## config.mk

```make
export PLATFORM = sky130hd
export DESIGN_NAME = stx_etx_bcc_command_link_top
export DESIGN_NICKNAME = d
export VERILOG_FILES = /design/src/sv/scl_pkg.sv /design/src/sv/scl_front.sv /design/src/sv/scl_queue.sv /design/src/sv/scl_back.sv /design/src/sv/stx_etx_bcc_command_link_top.sv
export SDC_FILE = /design/constraint.sdc
export NUM_CORES = 1
export LEC_CHECK = 0
export BUFFER_PORTS_ARGS = -buffer_cell sky130_fd_sc_hd__buf_2
export CAP_MARGIN = 20
export CORE_MARGIN = 2
export CORE_UTILIZATION = 45
export CTS_BUF_LIST = sky130_fd_sc_hd__clkbuf_16
export DETAILED_ROUTE_END_ITERATION = 10
export HOLD_SLACK_MARGIN = 0.05
export SLEW_MARGIN = 20
export SYNTH_ARGS = -nofsm -noshare
export SYNTH_HDL_FRONTEND = slang
export SYNTH_SLANG_ARGS = --single-unit
```

## constraint.sdc

```tcl
create_clock -name clk -period 8.1 [get_ports clk]
set_clock_uncertainty 0.15 [all_clocks]
set_input_delay 0.81 -clock clk [delete_from_list [all_inputs] [get_ports clk]]
set_output_delay 0.81 -clock clk [all_outputs]
set_load 0.01 [all_outputs]
```

## src/sv/scl_pkg.sv

```systemverilog
// Shared types, character codes and helpers of the framed command link.
package scl_pkg;

    // Line characters
    localparam logic [7:0] CH_ACK     = 8'h06;
    localparam logic [7:0] CH_ENQ     = 8'h05;
    localparam logic [7:0] CH_STX     = 8'h02;
    localparam logic [7:0] CH_ETX     = 8'h03;
    localparam logic [7:0] DIGIT_ZERO = 8'h30;
    localparam logic [7:0] NO_ADDR    = 8'hFF;

    // Register reset values
    localparam logic [7:0]  ADDR_RESET        = 8'hFF;
    localparam logic [7:0]  ADDR_TENS_RESET   = 8'h32;
    localparam logic [7:0]  ADDR_ONES_RESET   = 8'h35;
    localparam logic [15:0] ACK_WAIT_RESET    = 16'd500;
    localparam logic [15:0] REPLY_WAIT_RESET  = 16'd5000;
    localparam logic [15:0] GAP_WAIT_RESET    = 16'd50;
    localparam logic [15:0] WAIT_MAX          = 16'hFFFF;

    // Sizes
    localparam int MAX_RESULTS = 7;
    localparam int COUNT_W     = 3;
    localparam int QUEUE_DEPTH = 2;
    localparam int CFG_INDEX_W = 2;
    localparam int CFG_DATA_W  = 16;

    typedef enum logic [1:0] {
        ACT_START,
        ACT_BODY,
        ACT_LINE,
        ACT_TICK
    } action_t;

    typedef enum logic [1:0] {
        KIND_TX,
        KIND_PAYLOAD,
        KIND_DONE
    } kind_t;

    typedef enum logic [1:0] {
        STATUS_OK,
        STATUS_TIMEOUT,
        STATUS_PROTO
    } status_t;

    typedef enum logic [1:0] {
        REG_STATION_ADDRESS,
        REG_ACK_WAIT,
        REG_REPLY_WAIT,
        REG_GAP_WAIT
    } cfg_reg_t;

    typedef enum logic [1:0] {
        PH_IDLE,
        PH_BODY,
        PH_ACK,
        PH_REPLY
    } phase_t;

    typedef struct packed {
        action_t     action;
        logic [7:0]  command_code;
        logic [7:0]  parameter_code;
        logic        has_body;
        logic [7:0]  reply_length;
        logic [7:0]  data_byte;
        logic        body_last;
    } in_word_t;

    typedef struct packed {
        kind_t       kind;
        logic [7:0]  data;
        logic        run_last;
        status_t     status;
    } out_word_t;

    // One result without its end mark
    typedef struct packed {
        kind_t       kind;
        logic [7:0]  data;
        status_t     status;
    } res_word_t;

    // All results caused by one input word
    typedef struct packed {
        logic [COUNT_W-1:0]                count;
        res_word_t [MAX_RESULTS-1:0]       words;
    } job_t;

    function automatic res_word_t mk_word(kind_t k, logic [7:0] d, status_t s);
        res_word_t w;
        w.kind   = k;
        w.data   = d;
        w.status = s;
        return w;
    endfunction

    // ASCII tens and ones digits of an address; divide by ten via reciprocal
    function automatic logic [15:0] ascii_digits(logic [7:0] v);
        logic [15:0] prod;
        logic [7:0]  tens;
        logic [7:0]  ones;
        prod = {8'd0, v} * 16'd205;
        tens = {3'd0, prod[15:11]};
        ones = v - (tens << 3) - (tens << 1);
        return {tens + DIGIT_ZERO, ones + DIGIT_ZERO};
    endfunction

endpackage

```

## src/sv/scl_front.sv

```systemverilog
// Front end: configuration registers, protocol state and result list per input word.
module scl_front
    import scl_pkg::*;
(
    input  logic                    clk,
    input  logic                    rst_n,
    input  logic                    cfg_wen,
    input  logic [CFG_INDEX_W-1:0]  cfg_index,
    input  logic [CFG_DATA_W-1:0]   cfg_data,
    input  logic                    in_valid,
    output logic                    in_ready,
    input  in_word_t                in_word,
    input  logic                    queue_full,
    output logic                    push,
    output job_t                    job
);

    // Configuration
    logic [7:0]  station_address_reg;
    logic [7:0]  addr_tens_reg;
    logic [7:0]  addr_ones_reg;
    logic [15:0] ack_wait_reg;
    logic [15:0] reply_wait_reg;
    logic [15:0] gap_wait_reg;

    // Protocol state
    phase_t      phase_reg, phase_next;
    logic [7:0]  check_reg, check_next;
    logic [8:0]  byte_count_reg, byte_count_next;
    logic [7:0]  reply_len_reg, reply_len_next;
    logic [15:0] wait_reg, wait_next;
    logic        ack_seen_reg, ack_seen_next;

    // Decode
    logic        accept;
    logic        addr_on;
    logic [7:0]  head_chk;
    logic [7:0]  body_chk;
    logic [8:0]  count_inc;
    logic [8:0]  ack_need;
    logic        ack_seen_now;
    logic [8:0]  hdr_len;
    logic [8:0]  total_len;
    logic [15:0] wait_inc;
    logic [15:0] wait_limit;
    logic        start_go, body_go, close_go;
    logic        line_ack, ack_complete, ack_fail, ack_done_ok, ack_to_reply;
    logic        line_reply, reply_end;
    logic        tick_live, timeout;
    logic        finish;
    logic [15:0] wdigits;

    assign in_ready = !queue_full;
    assign accept   = in_valid && in_ready;
    assign push     = accept && (job.count != '0);
    assign wdigits  = ascii_digits(cfg_data[7:0]);

    // Write configuration registers, digits worked out with the address
    always_ff @(posedge clk or negedge rst_n)
    begin
        if (!rst_n)
        begin
            station_address_reg <= ADDR_RESET;
            addr_tens_reg       <= ADDR_TENS_RESET;
            addr_ones_reg       <= ADDR_ONES_RESET;
            ack_wait_reg        <= ACK_WAIT_RESET;
            reply_wait_reg      <= REPLY_WAIT_RESET;
            gap_wait_reg        <= GAP_WAIT_RESET;
        end
        else if (cfg_wen)
        begin
            unique case (cfg_index)
                REG_STATION_ADDRESS:
                begin
                    station_address_reg <= cfg_data[7:0];
                    addr_tens_reg       <= wdigits[15:8];
                    addr_ones_reg       <= wdigits[7:0];
                end
                REG_ACK_WAIT:   ack_wait_reg   <= cfg_data;
                REG_REPLY_WAIT: reply_wait_reg <= cfg_data;
                REG_GAP_WAIT:   gap_wait_reg   <= cfg_data;
                default:        ;
            endcase
        end
    end

    // Classify the incoming word
    always_comb
    begin
        addr_on      = station_address_reg != NO_ADDR;
        head_chk     = CH_STX ^ in_word.command_code ^ in_word.parameter_code
                       ^ (addr_on ? (addr_tens_reg ^ addr_ones_reg) : 8'd0);
        body_chk     = check_reg ^ in_word.data_byte;
        count_inc    = byte_count_reg + 9'd1;
        ack_need     = addr_on ? 9'd3 : 9'd1;
        ack_seen_now = (byte_count_reg == 9'd0) ? (in_word.data_byte == CH_ACK)
                                                 : ack_seen_reg;
        hdr_len      = addr_on ? 9'd5 : 9'd3;
        total_len    = {1'b0, reply_len_reg} + hdr_len + 9'd2;
        wait_inc     = (wait_reg == WAIT_MAX) ? wait_reg : wait_reg + 16'd1;
        if (byte_count_reg != 9'd0)
            wait_limit = gap_wait_reg;
        else if (phase_reg == PH_ACK)
            wait_limit = ack_wait_reg;
        else
            wait_limit = reply_wait_reg;

        start_go     = accept && in_word.action == ACT_START && phase_reg == PH_IDLE;
        body_go      = accept && in_word.action == ACT_BODY && phase_reg == PH_BODY;
        close_go     = (start_go && !in_word.has_body) || (body_go && in_word.body_last);
        line_ack     = accept && in_word.action == ACT_LINE && phase_reg == PH_ACK;
        ack_complete = line_ack && (count_inc >= ack_need);
        ack_fail     = ack_complete && !ack_seen_now;
        ack_done_ok  = ack_complete && ack_seen_now && reply_len_reg == 8'd0;
        ack_to_reply = ack_complete && ack_seen_now && reply_len_reg != 8'd0;
        line_reply   = accept && in_word.action == ACT_LINE && phase_reg == PH_REPLY;
        reply_end    = line_reply && (count_inc >= total_len);
        tick_live    = accept && in_word.action == ACT_TICK
                       && (phase_reg == PH_ACK || phase_reg == PH_REPLY);
        timeout      = tick_live && (wait_inc >= wait_limit);
        finish       = ack_fail || ack_done_ok || reply_end || timeout;
    end

    // Next phase
    always_comb
    begin
        priority if (finish)
            phase_next = PH_IDLE;
        else if (close_go)
            phase_next = PH_ACK;
        else if (start_go)
            phase_next = PH_BODY;
        else if (ack_to_reply)
            phase_next = PH_REPLY;
        else
            phase_next = phase_reg;
    end

    // Result list and datapath updates
    always_comb
    begin
        check_next      = check_reg;
        byte_count_next = byte_count_reg;
        reply_len_next  = reply_len_reg;
        wait_next       = wait_reg;
        ack_seen_next   = ack_seen_reg;
        job             = '0;

        if (start_go)
        begin
            reply_len_next  = in_word.reply_length;
            byte_count_next = 9'd0;
            wait_next       = 16'd0;
            if (in_word.has_body)
                check_next = head_chk;
            else
            begin
                check_next    = head_chk ^ CH_ETX;
                ack_seen_next = 1'b0;
            end
            job.words[0] = mk_word(KIND_TX, CH_STX, STATUS_OK);
            if (addr_on)
            begin
                job.words[1] = mk_word(KIND_TX, addr_tens_reg, STATUS_OK);
                job.words[2] = mk_word(KIND_TX, addr_ones_reg, STATUS_OK);
                job.words[3] = mk_word(KIND_TX, in_word.command_code, STATUS_OK);
                job.words[4] = mk_word(KIND_TX, in_word.parameter_code, STATUS_OK);
                job.words[5] = mk_word(KIND_TX, CH_ETX, STATUS_OK);
                job.words[6] = mk_word(KIND_TX, head_chk ^ CH_ETX, STATUS_OK);
                job.count    = in_word.has_body ? 3'd5 : 3'd7;
            end
            else
            begin
                job.words[1] = mk_word(KIND_TX, in_word.command_code, STATUS_OK);
                job.words[2] = mk_word(KIND_TX, in_word.parameter_code, STATUS_OK);
                job.words[3] = mk_word(KIND_TX, CH_ETX, STATUS_OK);
                job.words[4] = mk_word(KIND_TX, head_chk ^ CH_ETX, STATUS_OK);
                job.count    = in_word.has_body ? 3'd3 : 3'd5;
            end
        end
        else if (body_go)
        begin
            job.words[0] = mk_word(KIND_TX, in_word.data_byte, STATUS_OK);
            if (in_word.body_last)
            begin
                check_next      = body_chk ^ CH_ETX;
                byte_count_next = 9'd0;
                wait_next       = 16'd0;
                ack_seen_next   = 1'b0;
                job.words[1]    = mk_word(KIND_TX, CH_ETX, STATUS_OK);
                job.words[2]    = mk_word(KIND_TX, body_chk ^ CH_ETX, STATUS_OK);
                job.count       = 3'd3;
            end
            else
            begin
                check_next = body_chk;
                job.count  = 3'd1;
            end
        end
        else if (accept && in_word.action == ACT_LINE)
        begin
            wait_next = 16'd0;
            if (line_ack)
            begin
                byte_count_next = count_inc;
                ack_seen_next   = ack_seen_now;
                if (ack_fail)
                begin
                    byte_count_next = 9'd0;
                    job.words[0]    = mk_word(KIND_DONE, 8'd0, STATUS_PROTO);
                    job.count       = 3'd1;
                end
                else if (ack_complete)
                begin
                    byte_count_next = 9'd0;
                    check_next      = (reply_len_reg == 8'd0) ? check_reg : 8'd0;
                    job.words[0]    = mk_word(KIND_TX, CH_ENQ, STATUS_OK);
                    if (addr_on)
                    begin
                        job.words[1] = mk_word(KIND_TX, addr_tens_reg, STATUS_OK);
                        job.words[2] = mk_word(KIND_TX, addr_ones_reg, STATUS_OK);
                        job.words[3] = mk_word(KIND_DONE, 8'd0, STATUS_OK);
                        job.count    = ack_done_ok ? 3'd4 : 3'd3;
                    end
                    else
                    begin
                        job.words[1] = mk_word(KIND_DONE, 8'd0, STATUS_OK);
                        job.count    = ack_done_ok ? 3'd2 : 3'd1;
                    end
                end
            end
            else if (line_reply)
            begin
                if (reply_end)
                begin
                    byte_count_next = 9'd0;
                    job.words[0]    = mk_word(KIND_DONE, 8'd0,
                        (check_reg == in_word.data_byte) ? STATUS_OK : STATUS_PROTO);
                    job.count       = 3'd1;
                end
                else
                begin
                    check_next      = body_chk;
                    byte_count_next = count_inc;
                    if (byte_count_reg >= hdr_len
                        && byte_count_reg < hdr_len + {1'b0, reply_len_reg})
                    begin
                        job.words[0] = mk_word(KIND_PAYLOAD, in_word.data_byte, STATUS_OK);
                        job.count    = 3'd1;
                    end
                end
            end
        end
        else if (tick_live)
        begin
            wait_next = wait_inc;
            if (timeout)
            begin
                wait_next       = 16'd0;
                byte_count_next = 9'd0;
                job.words[0]    = mk_word(KIND_DONE, 8'd0, STATUS_TIMEOUT);
                job.count       = 3'd1;
            end
        end
    end

    // Hold protocol state
    always_ff @(posedge clk or negedge rst_n)
    begin
        if (!rst_n)
        begin
            phase_reg      <= PH_IDLE;
            check_reg      <= 8'd0;
            byte_count_reg <= 9'd0;
            reply_len_reg  <= 8'd0;
            wait_reg       <= 16'd0;
            ack_seen_reg   <= 1'b0;
        end
        else
        begin
            phase_reg      <= phase_next;
            check_reg      <= check_next;
            byte_count_reg <= byte_count_next;
            reply_len_reg  <= reply_len_next;
            wait_reg       <= wait_next;
            ack_seen_reg   <= ack_seen_next;
        end
    end

endmodule

```

## src/sv/scl_queue.sv

```systemverilog
// Short queue of result lists between the front end and the output serializer.
module scl_queue
    import scl_pkg::*;
#(
    parameter int DEPTH = QUEUE_DEPTH
)
(
    input  logic clk,
    input  logic rst_n,
    input  logic push,
    input  job_t push_job,
    input  logic pop,
    output job_t head_job,
    output logic empty,
    output logic full
);

    localparam int PTR_W = (DEPTH > 1) ? $clog2(DEPTH) : 1;
    localparam int CNT_W = $clog2(DEPTH + 1);
    localparam logic [PTR_W-1:0] LAST_PTR  = PTR_W'(DEPTH - 1);
    localparam logic [CNT_W-1:0] DEPTH_CNT = CNT_W'(DEPTH);

    job_t             entries_reg [DEPTH];
    logic [PTR_W-1:0] wr_ptr_reg, wr_ptr_next;
    logic [PTR_W-1:0] rd_ptr_reg, rd_ptr_next;
    logic [CNT_W-1:0] count_reg, count_next;

    assign empty    = count_reg == '0;
    assign full     = count_reg == DEPTH_CNT;
    assign head_job = entries_reg[rd_ptr_reg];

    // Store pushed list
    always_ff @(posedge clk)
    begin
        if (push)
            entries_reg[wr_ptr_reg] <= push_job;
    end

    // Advance pointers and fill count
    always_comb
    begin
        wr_ptr_next = wr_ptr_reg;
        rd_ptr_next = rd_ptr_reg;
        if (push)
            wr_ptr_next = (wr_ptr_reg == LAST_PTR) ? '0 : wr_ptr_reg + 1'b1;
        if (pop)
            rd_ptr_next = (rd_ptr_reg == LAST_PTR) ? '0 : rd_ptr_reg + 1'b1;
        count_next = count_reg + CNT_W'(push) - CNT_W'(pop);
    end

    always_ff @(posedge clk or negedge rst_n)
    begin
        if (!rst_n)
        begin
            wr_ptr_reg <= '0;
            rd_ptr_reg <= '0;
            count_reg  <= '0;
        end
        else
        begin
            wr_ptr_reg <= wr_ptr_next;
            rd_ptr_reg <= rd_ptr_next;
            count_reg  <= count_next;
        end
    end

endmodule

```

## src/sv/scl_back.sv

```systemverilog
// Back end: walks each queued result list and drives the output register.
module scl_back
    import scl_pkg::*;
(
    input  logic      clk,
    input  logic      rst_n,
    input  job_t      head_job,
    input  logic      empty,
    output logic      pop,
    output logic      out_valid,
    input  logic      out_ready,
    output out_word_t out_word
);

    logic [COUNT_W-1:0] idx_reg, idx_next;
    logic               out_valid_reg, out_valid_next;
    out_word_t          out_word_reg;
    logic               load;
    logic               last_word;
    res_word_t          cur;

    assign out_valid = out_valid_reg;
    assign out_word  = out_word_reg;

    // Pick the next word of the head list
    always_comb
    begin
        cur       = head_job.words[idx_reg];
        last_word = idx_reg == head_job.count - 1'b1;
        load      = !empty && (!out_valid_reg || out_ready);
        pop       = load && last_word;
        if (load)
            idx_next = last_word ? '0 : idx_reg + 1'b1;
        else
            idx_next = idx_reg;
        if (load)
            out_valid_next = 1'b1;
        else if (out_ready)
            out_valid_next = 1'b0;
        else
            out_valid_next = out_valid_reg;
    end

    // Load output payload
    always_ff @(posedge clk)
    begin
        if (load)
        begin
            out_word_reg.kind     <= cur.kind;
            out_word_reg.data     <= cur.data;
            out_word_reg.run_last <= last_word;
            out_word_reg.status   <= cur.status;
        end
    end

    always_ff @(posedge clk or negedge rst_n)
    begin
        if (!rst_n)
        begin
            idx_reg       <= '0;
            out_valid_reg <= 1'b0;
        end
        else
        begin
            idx_reg       <= idx_next;
            out_valid_reg <= out_valid_next;
        end
    end

endmodule

```

## src/sv/stx_etx_bcc_command_link_top.sv

```systemverilog
// Top level of the STX/ETX framed command link with ACK/ENQ handshake.
//
// Input channel (in_valid/in_ready/in_word): start, body byte, line byte or tick.
// Output channel (out_valid/out_ready/out_word): bytes to transmit, reply
// payload bytes for the host, and one completion word per job with its status.
// Configuration: cfg_wen writes cfg_data into register cfg_index at once
// (0 station address, 1 acknowledge wait, 2 reply wait, 3 byte gap wait).
// The front end takes one input word per cycle while the queue has room, and
// turns it into a list of up to seven result words for a two-entry queue.
// The back end sends one result word per cycle while the receiver is ready;
// each result passes through the queue entry and then the output register.
// The queue lets the front end take new input words while earlier results are
// still being sent, until it fills; the single output register sets the rate.
// When the receiver stalls, the output word holds, the queue fills and then
// in_ready drops; no word is lost. Reset clears the protocol state to idle,
// empties the queue and restores the register defaults (no address, 500,
// 5000 and 50 ticks).
module stx_etx_bcc_command_link_top
    import scl_pkg::*;
#(
    parameter int Q_DEPTH = QUEUE_DEPTH
)
(
    input  logic                    clk,
    input  logic                    rst_n,
    input  logic                    cfg_wen,
    input  logic [CFG_INDEX_W-1:0]  cfg_index,
    input  logic [CFG_DATA_W-1:0]   cfg_data,
    input  logic                    in_valid,
    output logic                    in_ready,
    input  in_word_t                in_word,
    output logic                    out_valid,
    input  logic                    out_ready,
    output out_word_t               out_word
);

    logic push;
    job_t push_job;
    job_t head_job;
    logic pop;
    logic empty;
    logic full;

    scl_front u_front (
        .clk        (clk),
        .rst_n      (rst_n),
        .cfg_wen    (cfg_wen),
        .cfg_index  (cfg_index),
        .cfg_data   (cfg_data),
        .in_valid   (in_valid),
        .in_ready   (in_ready),
        .in_word    (in_word),
        .queue_full (full),
        .push       (push),
        .job        (push_job)
    );

    scl_queue #(
        .DEPTH (Q_DEPTH)
    ) u_queue (
        .clk      (clk),
        .rst_n    (rst_n),
        .push     (push),
        .push_job (push_job),
        .pop      (pop),
        .head_job (head_job),
        .empty    (empty),
        .full     (full)
    );

    scl_back u_back (
        .clk       (clk),
        .rst_n     (rst_n),
        .head_job  (head_job),
        .empty     (empty),
        .pop       (pop),
        .out_valid (out_valid),
        .out_ready (out_ready),
        .out_word  (out_word)
    );

endmodule

```

## Word level (Yosys, flattened, before mapping)

Memory sizes are Yosys's and may differ from the RTL's.
Cells that the tools add are included.

| cells by class | value |
|---|---|
| $add $sub $neg | 14 |
| multiply operators | 1 |
| $lt $le $gt $ge | 6 |
| equality and inequality tests | 22 |
| muxes and demuxes | 94 |
| bitwise gates (word level) | 7 |
| reduce and logical (&&, ||, !) cells | 58 |

Operators by type and width:

| operator | count |
|---|---|
| $mux W16 | 9 |
| $mux W36 | 4 |
| $mux W12 | 10 |
| $mux W9 | 11 |
| $mux W48 | 2 |
| $mux W8 | 10 |
| $mux W46 | 1 |
| $mux W3 | 15 |
| $mux W22 | 2 |
| $bmux W12 S3 | 1 |
| $mux W34 | 1 |
| $xor A8 B8 Y8 | 4 |
| $ge A9 B9 Y1 | 3 |
| $mux W24 | 1 |
| $logic_and A1 B1 Y1 | 23 |
| $mux W2 | 11 |
| $add A16 B1 Y16 const B | 1 |
| $eq A16 B16 Y1 const B | 1 |
| $ge A16 B16 Y1 | 1 |
| $mul A8 B8 Y16 const B | 1 |
| $reduce_bool A4 Y1 | 4 |
| $mux W1 | 15 |
| $eq A2 B2 Y1 const B | 7 |
| $ne A4 B2 Y1 const B | 3 |
| 38 further kinds | 61 |

| word-level totals | value |
|---|---|
| register bits after elaboration | 137 |
| bits in writable memories | 170 |
| bits of input ports | 59 |
| memories kept | 1 |

Memory list:

| memory | words | bits a word | rd ports | clocked after Yosys merged registers in | write ports | line | text |
|---|---|---|---|---|---|---|---|
| u_queue.entries_reg | 2 | 85 | 1 | 0 | 1 | scl_queue.sv:23 | `job_t entries_reg [DEPTH];` |

## Logic depth before layout (Yosys ltp)

| logic depth | value |
|---|---|
| word-level depth | 20 |
| mapped depth | 24 |
| gate-level depth less buffers | 23 |

## Modules after synthesis

A second synthesis with hierarchy kept.

| second synthesis, totals | value |
|---|---|
| cell total of the unflattened synthesis | 1,510 |
| area total of the unflattened synthesis | 17,531.8 um2 |

Modules (own cells, without submodules):

| module | times used | cells an instance | area each (um2) |
|---|---|---|---|
| scl_front | 1 | 1,103 | 9,649.3 |
| scl_queue | 1 | 286 | 6,551.3 |
| scl_back | 1 | 121 | 1,331.3 |

## Worst setup path after synthesis

No wires, ideal clock.

| timing | value |
|---|---|
| path type | flip-flop to flip-flop |
| from | register u_front.station_address_reg[6] |
| to | memory u_queue.entries_reg[0][0] (netlist name) (enable) |
| setup time | 481 ps |
| data arrival time | 7,131 ps |
| data required time | 7,469 ps |
| setup slack | 338 ps |
| cell stages (with the launch flop) | 22 |
| path buffers | 3 |
| clock period less this slack | 7,762 ps |
| cell sequence | dfstp_2 -> nand4_1 -> or2_2 -> clkbuf_1 -> inv_1 -> clkbuf_1 -> clkbuf_1 -> ha_1 -> a21o_1 -> a21oi_1 -> nor2_1 -> xnor2_1 -> nor3_1 -> nand2b_1 -> o31a_1 -> ha_1 -> nand2_1 -> a211oi_1 -> a21oi_1 -> o2111a_1 -> o211ai_1 -> nor2b_1 |

| on the way | value |
|---|---|
| cells in the longest elaborated chain, start to end | 18 |

Ends and longest elaborated chain:

| item | line | text |
|---|---|---|
| from (decl) | scl_front.sv:19 | `logic [7:0] station_address_reg;` |
| from (signal assigned) | scl_front.sv:75 | `station_address_reg <= cfg_data[7:0];` |
| $ne A8 B8 Y1 * | scl_front.sv:90 | `addr_on = station_address_reg != NO_ADDR;` |
| branches (longest 12 deep; another with $add A8 B9 Y9) | n/a |  |
| $mux W3 * | scl_front.sv:149 | `if (start_go)` |
| $reduce_bool A3 Y1 * | scl_front.sv:55 | `assign push = accept && (job.count != '0);` |
| $logic_and A1 B1 Y1 * | scl_front.sv:55 |  |
| $mux W1 * | scl_queue.sv:35 | `if (push)` |
| $mux W1 (implied by the code) * | scl_queue.sv:36 | `entries_reg[wr_ptr_reg] <= push_job;` |
| to (decl) | scl_queue.sv:23 |  |

Every way passes the cells marked *.

## Worst setup path in the final report

| timing | value |
|---|---|
| from | input cfg_data[5] |
| to | register u_front.addr_ones_reg[7] |

| on the way | value |
|---|---|
| cells in the longest elaborated chain, start to end | 4 |

Ends and longest elaborated chain:

| item | line | text |
|---|---|---|
| from (decl) | stx_etx_bcc_command_link_top.sv:28 | `input logic [CFG_DATA_W-1:0] cfg_data,` |
| $mul A8 B8 Y16 | scl_pkg.sv:104 | `prod = {8'd0, v} * 16'd205;` |
| $sub A8 B8 Y8 | scl_pkg.sv:106 | `ones = v - (tens << 3) - (tens << 1);` |
| $sub A8 B6 Y8 * | scl_pkg.sv:106 |  |
| $add A8 B6 Y8 * | scl_pkg.sv:107 | `return {tens + DIGIT_ZERO, ones + DIGIT_ZERO};` |
| to (signal assigned) | scl_front.sv:77 | `addr_ones_reg <= wdigits[7:0];` |
| to (decl) | scl_front.sv:21 | `logic [7:0] addr_ones_reg;` |

Every way passes the cells marked *; elsewhere a longest branch is shown, timed or not.
A chain may end at the register's enable or synchronous reset.

==> metrics <==
GRT Util Overall=19.5%; clk buf depth=3; I/O pin count=74; Yosys warnings=0; Worst Setup End Kind=flip-flop; Yosys reg bits=250; Slew headroom=roughly a quarter; largest cells by area after synthesis=edfxtp_1 (27%), dfrtp_1 (16%), ha_1 (9.1%); Fin. Hold Viols=0; Worst Path Arrival=about 6.4 ns; DRT iter0 DRCs=around 510; total number of vias=about 9800; CTS H-tree lvls=1; FF-to-FF Start=u_front.addr_ones_reg[0]$_DFFE_PN1P_; crit share post-route=about 76%; reg2reg path depth=20; FF-to-FF End=u_queue.entries_reg[0][44]$_DFFE_PP_; status=finished clean; layout cells sized above 1=17.7%; Setup Crit Path Kind=in -> reg; flop-to-flop setup slack=approximately 2.2 ns; CTS Buf Count=28; Startpoint Class=input pin; Syn Inst Count=roughly 1300; post-cts sizing count=0; GPL Wtd Cong=around 0.85; fin crit period=slightly above 6 ns; Post-CTS Hold Buffers=0; number of post-CTS setup repair buffers=0; HPWL after DPL=22.6 mm; sequential share of the synthesized area=around 48%; Nets=1524; pins over their slew limit=0; post-synth top area cell=edfxtp_1; multi-input combinational cell area=6950 sq um; Post-Route WL=32.1 mm; chip height=between 150 and 200 um; wire length per cell=about 18 um; number of synthesized flops with an enable pin=roughly 130; top post-synthesis cells by count=edfxtp_1 (129), ha_1 (105), nand2_1 (105); CTS root buffer=clkbuf_16; Max Fanout on Critical Path=8; DRC Markers=0; DR vias/cell=between 5 and 6; Fillers=roughly 2800; die area=between 30000 and 40000 sq um; register area=between 6000 and 7000 sq um; async set-reset flop share out of synthesis=about 48%; fmax=~160 MHz; Final ANT Viol Nets=0; initial core utilization=between 40% and 50%; TNS Setup=0 ns; Worst Hold Class=in -> async; TritonCTS clock tree=built; Top FF cell, synth=edfxtp_1; placed cell count=around 1700; cell with the most instances after synthesis=edfxtp_1; Syn Nets=approximately 1500; initial antenna violation count=3; Synth cell types=67; vias in the first global route=9764; Worst-Margin Slew=around 1.1 ns; Worst VDD drop=0.000187 V; Sink Count=250; area share of the largest cell type after synthesis=between 20% and 30%; RSZ-0062 raised after global routing=no; largest net degree at the start of global routing=64; Final setup viols=0; required time worst endpoint=roughly 8.4 ns; Core Box Area=31600 sq um; clk_lat worst skew=approximately 0.55 ns; port bufs=73; Syn-to-layout area delta=11.9%; max_cap viols=0; Syn Std Cell Area=between 10000 and 15000 sq um; # rows=65; die width=around 180 um; PD cells=~340 nW/um^2; first-pass GRT wire length=about 52 mm; total gr overflow=0; Clock Pin Slew Worst Setup and Hold Paths=approximately 0.06 ns; Largest register FFs=about 120; final cell count without fillers=between 1500 and 2000; Syn Area/Cell=~11 sq um; drt pass-1 iters=5; leakage=a little under 7 nW
==> per-stage QoR <==
stage / setup slack (ns) / area [sq um] / hold slack [ns] / power (mW) / utilization (%)
6_report: 1.95 / 16200 / 0.221 / 5.53 / 51.2
2_1_floorplan: 0.338 / 14500 / 0.298 / 3.66 / -
3_5_place_dp: 1.38 / 15200 / 0.321 / 4.23 / 48.1
5_1_grt: 1.54 / 16200 / 0.295 / 5.97 / 51.2
4_1_cts: 1.94 / 16200 / 0.249 / 5.59 / 51.2
3_3_place_gp: 1.47 / 15200 / 0.313 / 4.18 / 48.1
==> final cells by class <==
class / instances / share of cell area (%)
inverter: 99 / 2.29
timing repair buffer: 84 / 2.78
antenna: 3 / 0.0464
tap: 402 / 3.11
multi-input combinational: 881 / 42.9
sequential: 250 / 42.8
clock inverter: 23 / 1.51
clock buffer: 29 / 4.48
==> cell usage in the layout, fill, tap and decap left out, types with 10 or more instances in the layout <==
cell       instances
edfxtp_1         129
nand2_1          105
ha_1             105
inv_1            103
dfrtp_1           93
nor2_1            90
buf_2             72
o21ai_0           62
xnor2_1           59
a21oi_1           58
mux2_2            46
mux2i_1           43
xor2_1            34
clkbuf_16         29
dfstp_2           27
nor3_1            25
mux4_2            23
nand3_1           21
nand4_1           19
fa_1              16
nand2b_1          12
buf_4             12
and2_1            11
a21o_1            11
a22o_1            11
a31oi_1           10
a221o_1           10
==> report_power, final <==
group / leakage (nW) / switching (mW) / internal, mW
clock: 0.492 / 0.526 / 0.807
combinational: 3.69 / 1.25 / 1.03
sequential: 2.64 / 0.237 / 1.68
==> critical path: stages <==
cell and delay [ns]:
buf_2 0.17, ha_1 0.32, inv_1 0.05, fa_1 0.47
fa_1 0.51, inv_1 0.05, fa_1 0.47, ha_1 0.22
or3_1 0.35, nand2b_1 0.14, o221ai_1 0.28, o21bai_1 0.14
xnor2_1 0.28, fa_1 0.47, ha_1 0.33, ha_1 0.29
a21o_1 0.18, a21oi_1 0.22, o21bai_1 0.09, a21oi_1 0.17
xnor2_1 0.15, xnor2_1 0.13, o21ai_0 0.08
==> cell families after synthesis <==
family | count (synthesis) | synth area share, %
AND/OR/NAND/NOR | 324 | 10.5
flip-flops | 250 | 47.9
AO/OA/AOI/OAI | 231 | 10.4
buffers and inverters | 151 | 4.12
adder cells (fa/ha/maj) | 121 | 11.3
multiplexers | 112 | 10.1
XOR/XNOR | 93 | 5.63
==> layer usage <==
layer / track usage (%) / share of wire (%) / up-vias
met3: 2.14 / 3.4 / 46
met5: 0 / 0 / -
li1: - / - / 4766
met4: 5.18 / 2.2 / 0
met1: 27.5 / 48 / 4785
met2: 32.0 / 46 / 181
==> worst max path at each step <==
stage	from	end	slack, ns	cells after the start
3_3_place_gp	cfg_data[5]	u_front.addr_ones_reg[7]$_DFFE_PN0P_	1.47	23
2_1_floorplan	u_front.station_address_reg[6]$_DFFE_PN1P_	u_queue.entries_reg[0][0]$_DFFE_PP_	0.34	21
3_5_place_dp	cfg_data[5]	u_front.addr_ones_reg[7]$_DFFE_PN0P_	1.38	23
6_report	cfg_data[5]	u_front.addr_ones_reg[7]$_DFFE_PN0P_	1.95	23
4_1_cts	cfg_data[5]	u_front.addr_ones_reg[7]$_DFFE_PN0P_	1.94	23
5_1_grt	cfg_data[2]	u_front.addr_ones_reg[7]$_DFFE_PN0P_	1.54	23
No activity file was read; power rests on OpenSTA's default activity.
